**src/sv/sia_step.sv**
```systemverilog
// Address step for the tail move: next source entry, its destination, last flag.
module sia_step #(
    parameter int AW = 10,
    parameter int FW = 11
) (
    input  logic [AW-1:0] cursor,
    input  logic [AW-1:0] limit,
    input  logic [FW-1:0] span,
    input  logic          ascend,
    output logic [AW-1:0] next_cursor,
    output logic [AW-1:0] dst_addr,
    output logic          last
);

    localparam int SW = FW + 1;

    logic [SW-1:0] cur_x;
    logic [SW-1:0] span_x;

    assign cur_x  = SW'(cursor);
    assign span_x = SW'(span);

    // erase walks upwards and writes below; insert walks downwards and writes above
    assign dst_addr    = ascend ? AW'(cur_x - span_x) : AW'(cur_x + span_x);
    assign next_cursor = ascend ? cursor + AW'(1) : cursor - AW'(1);
    assign last        = (cursor == limit);

endmodule

```
**config.mk**
```make
export PLATFORM = sky130hd
export DESIGN_NAME = sia_step
export DESIGN_NICKNAME = d
export VERILOG_FILES = /design/src/sv/sia_step.sv
export SDC_FILE = /design/constraint.sdc
export NUM_CORES = 1
export LEC_CHECK = 0
export BUFFER_PORTS_ARGS = -buffer_cell sky130_fd_sc_hd__buf_4
export CORE_ASPECT_RATIO = 0.75
export CORE_MARGIN = 2
export CORE_UTILIZATION = 53
export DETAILED_ROUTE_END_ITERATION = 6
export PLACE_DENSITY = 0.88
export REMOVE_ABC_BUFFERS = 1
export SYNTH_ARGS = -nofsm -noshare
export SYNTH_HDL_FRONTEND = slang
export SYNTH_SLANG_ARGS = --single-unit
```
**constraint.sdc**
```tcl
create_clock -name vclk -period 9.7
set_input_delay 1.94 -clock vclk [all_inputs]
set_output_delay 1.94 -clock vclk [all_outputs]
set_load 0.01 [all_outputs]
```
# Yosys cells after proc, flatten, opt, wreduce, memory -nomap -nowiden

Cells that the tools add are included.

Register bits: 0
Input bits: 32
Output and inout port bits: 21
Logic and storage cells: 7

Add/sub/neg operators: 4
Equal/unequal tests: 1
Mux-type cells: 2

Operator list:

| kind                                                | number |
|---|---|
| two-way mux 10 bit                                  | 2 |
| adder 10 x 1 -> 10 bit (second input constant)      | 1 |
| adder 10 bit                                        | 1 |
| equality test 10 bit                                | 1 |
| subtractor 10 x 1 -> 10 bit (second input constant) | 1 |
| subtractor 10 bit                                   | 1 |

# Longest topological paths before layout

Depth after elaboration: 2
Gate-level depth with buffers: 10
Mapped depth without buffers: 10

# Worst setup path after synthesis

OpenSTA, ideal clock, no wires.

Kind: in2out
From: input port span[5]
To: output port dst_addr[9]
Arrival time: 3,863 ps
Data required time: 7,760 ps
Setup slack: 3,897 ps
Cell stages on the path: 8
Cells stage by stage: or4_4 -> o41ai_1 -> xor2_1 -> ha_1 -> a211oi_1 -> a21oi_1 -> a21oi_1 -> xnor2_1

Word-level cells in the longest chain between the ends: 2

Ends and longest elaborated chain:

| what                                              | RTL line | text |
|---|---|---|
| from (decl)                                       | 8        | `input logic [FW-1:0] span,` |
| adder 10 bit or subtractor 10 bit (tied branches) | 24       | `assign dst_addr = ascend ? AW'(cur_x - span_x) : AW'(cur_x + span_x);` |
| two-way mux 10 bit (*)                            | 24       |  |
| to (decl)                                         | 11       | `output logic [AW-1:0] dst_addr,` |

Every way passes the cells marked *; elsewhere a longest branch is shown, timed or not.

# Worst setup path in the final report

Ends and elaborated chain as after synthesis.

==> impl_metrics.ini <==
[global_routing]
grt_max_degree = 12
grt_usage_pct = 25.4
antenna_found_initial = 0
first_global_vias = 1144
grt-ovfl-total = 0
grt_pass1_wl_um = 4930

[pwr]
combPwrFrac_pct = 100.0
switching_share_pct = 48.6
powerDensity_mw_per_mm2 = 89.6
irDropWorstVdd_mv = 0.0625
intPower_mw = 0.0672
pwr-share-clk_pct = 0
power_leakage_nw = 0.695
p_switching_mw = 0.0636
p_seq_share_pct = 0

[synthesis]
ys_seq_area_share_pct = 0
synthCells = 136
synth_area_leader_cell = ha_1
synth_area_leaders = ha_1 (22%), xnor2_1 (20%), xor2_1 (9.2%)
yosysTopAreaCellShare_pct = 21.5
ys.warnings.count = 0
ys_types = 34
syn_avg_cell_area_um2 = 7.69
syn_area_mm2 = 0.00105

[die]
die_area_mm2 = 0.00235
die_h_um = 42.5
core-area_mm2 = 0.00179
placementRows = 13
start_util_pct = 58.5
io_pins = 53
die_w_um = 55.3

[setup_path]
critPathArrivalTime_ns = 4.24
crit_type = input port to output pin
worstSetupStartpointType = input port
cp_num_cells = 10
cp_top_family = compound AO/OA/AOI/OAI gates
crit_chain = buf_4 > or4_4 > o41ai_1 > xor2_1 > ha_1 > a211oi_1 > a21oi_1 > a21oi_1 > xnor2_1 > buf_4
worst-path-max-fanout = 5
cp.buffers_inverters = 2
crit_path_end = dst_addr[9]
critical-path-max-stage-delay_ns = 0.55
crit_required_ns = 7.76
startpoint = span[5]
critPathSlowestCell = or4_4
end_kind = output pin

[sta]
maxSlewHeadroom_pct = 74.2
min_period_over_period_pct = 63.8
tns_ns = 0
hold_viol = 0
rsz0062_at_grt = false
finalSetupViolCount = 0
period_minus_slack_ns = 6.18
report.final.slew_viol_count = 0
max_freq_ghz = 0.162
tightest_slew_ns = 0.382

[cells_and_area]
antennaDiodeCount = 0
final_cell_count_no_fill = 209
final.fill_count = 126
layout.cells.most_common_list = buf_4 (52), xnor2_1 (24), ha_1 (18)
clock_buffers = 0
layout-drive-gt1-share_pct = 30.5
seq_area_um2 = 0
area_growth_pct = 39.5
design.seq.count = 0
nNetsFinal = 241
mostFrequentLayoutCell = buf_4

[run_status]
outcome = finished, final reports clean

[clock_tree]
cts_setup_buffers = 0
post_cts_resized = 0
ctsHoldBuffers = 0

[placed_design]
hpwl_um = 2590
routabilityCongestion = 0.902
dp_cells = 209
port_buffers = 52

[run]
max_cap_violations = 0

[detailed_routing]
drt_iter0_markers = 35
drtPass1Iterations = 4
drc_errors = 0
vias = 1184
wl_per_cell_um = 14.4
avgViaCountPerCell = 5.67
ant_nets = 0
routed_wl_um = 3020

[min_path]
hold_path_class = input port to output pin
[cell families after synthesis]
group           count (synthesis)  share of synthesized area [%]
xor+xnor                       35                           29.3
mux                             1                          0.957
fa+ha+maj                      20                           25.4
buf+inv                        13                           4.78
compound gates                 33                           21.8
simple gates                   34                           17.8
[stage by stage]
stage / setup slack (ns) / area [um2] / util, % / power, mW / hold WS (ns)
after global placement: 3.60 / 1460 / 81.5 / 0.126 / 4.19
after global routing: 3.32 / 1460 / 81.5 / 0.142 / 4.21
after CTS: 3.53 / 1460 / 81.5 / 0.131 / 4.19
after detailed placement: 3.54 / 1460 / 81.5 / 0.130 / 4.19
after floorplan: 3.90 / 1040 / - / 0.0744 / 3.93
final: 3.52 / 1460 / 81.5 / 0.131 / 4.19
[routing by layer]
| layer | global-route usage (%) | vias to the layer above | wire [um] |
|---|---|---|---|
| met4 | 5.37 | 0 | 76 |
| li1 | - | 592 | - |
| met2 | 48.1 | 49 | 1450 |
| met3 | 1.54 | 10 | 169 |
| met5 | 0 | - | 0 |
| met1 | 31.4 | 533 | 1320 |
[power by group through the flow]
stage | sequential [mW] | clock, mW | combinational (mW)
after floorplan | 0 | 0 | 0.0744
after global placement | 0 | 0 | 0.126
after detailed placement | 0 | 0 | 0.130
after CTS | 0 | 0 | 0.131
after global routing | 0 | 0 | 0.142
final | 0 | 0 | 0.131
[synth_stat cells, drive strengths merged]
| cell type | n |
|---|---|
| o41ai | 1 |
| or2 | 1 |
| o221ai | 1 |
| mux2i | 1 |
| buf | 1 |
| a211oi | 1 |
| nand2 | 2 |
| nor3 | 5 |
| and3 | 2 |
| fa | 2 |
| o22ai | 1 |
| o21bai | 5 |
| a2111oi | 1 |
| xnor2 | 24 |
| nand3 | 6 |
| nor4 | 1 |
| o21ai | 5 |
| xor2 | 11 |
| o2111ai | 1 |
| nand4 | 3 |
| or4 | 1 |
| ha | 18 |
| o21a | 1 |
| nor2 | 9 |
| nor2b | 2 |
| a21o | 2 |
| inv | 12 |
| and2 | 2 |
| a21oi | 11 |
| a31oi | 2 |
| o211ai | 1 |
[worst min-delay path, cell delays in order]
cell,delay (ns)
buf_4,0.12
inv_1,0.06
buf_4,0.14
[cell type report]
class	count	area, um2	share of cell area, %
repair buffers	52	390	26.8
inverters	12	45.0	3.09
multi-input cells	123	996	68.3
well taps	22	27.5	1.89
[worst min path at each step]
stage	start	cells past startpoint	endpoint	slack (ns)
global placement	cursor[0]	3	next_cursor[0]	4.19
finish	cursor[0]	3	next_cursor[0]	4.19
CTS	cursor[0]	3	next_cursor[0]	4.19
floorplan	cursor[0]	1	next_cursor[0]	3.93
detailed placement	cursor[0]	3	next_cursor[0]	4.19
global route	cursor[0]	3	next_cursor[0]	4.21
(Power assumes the default switching activity.)
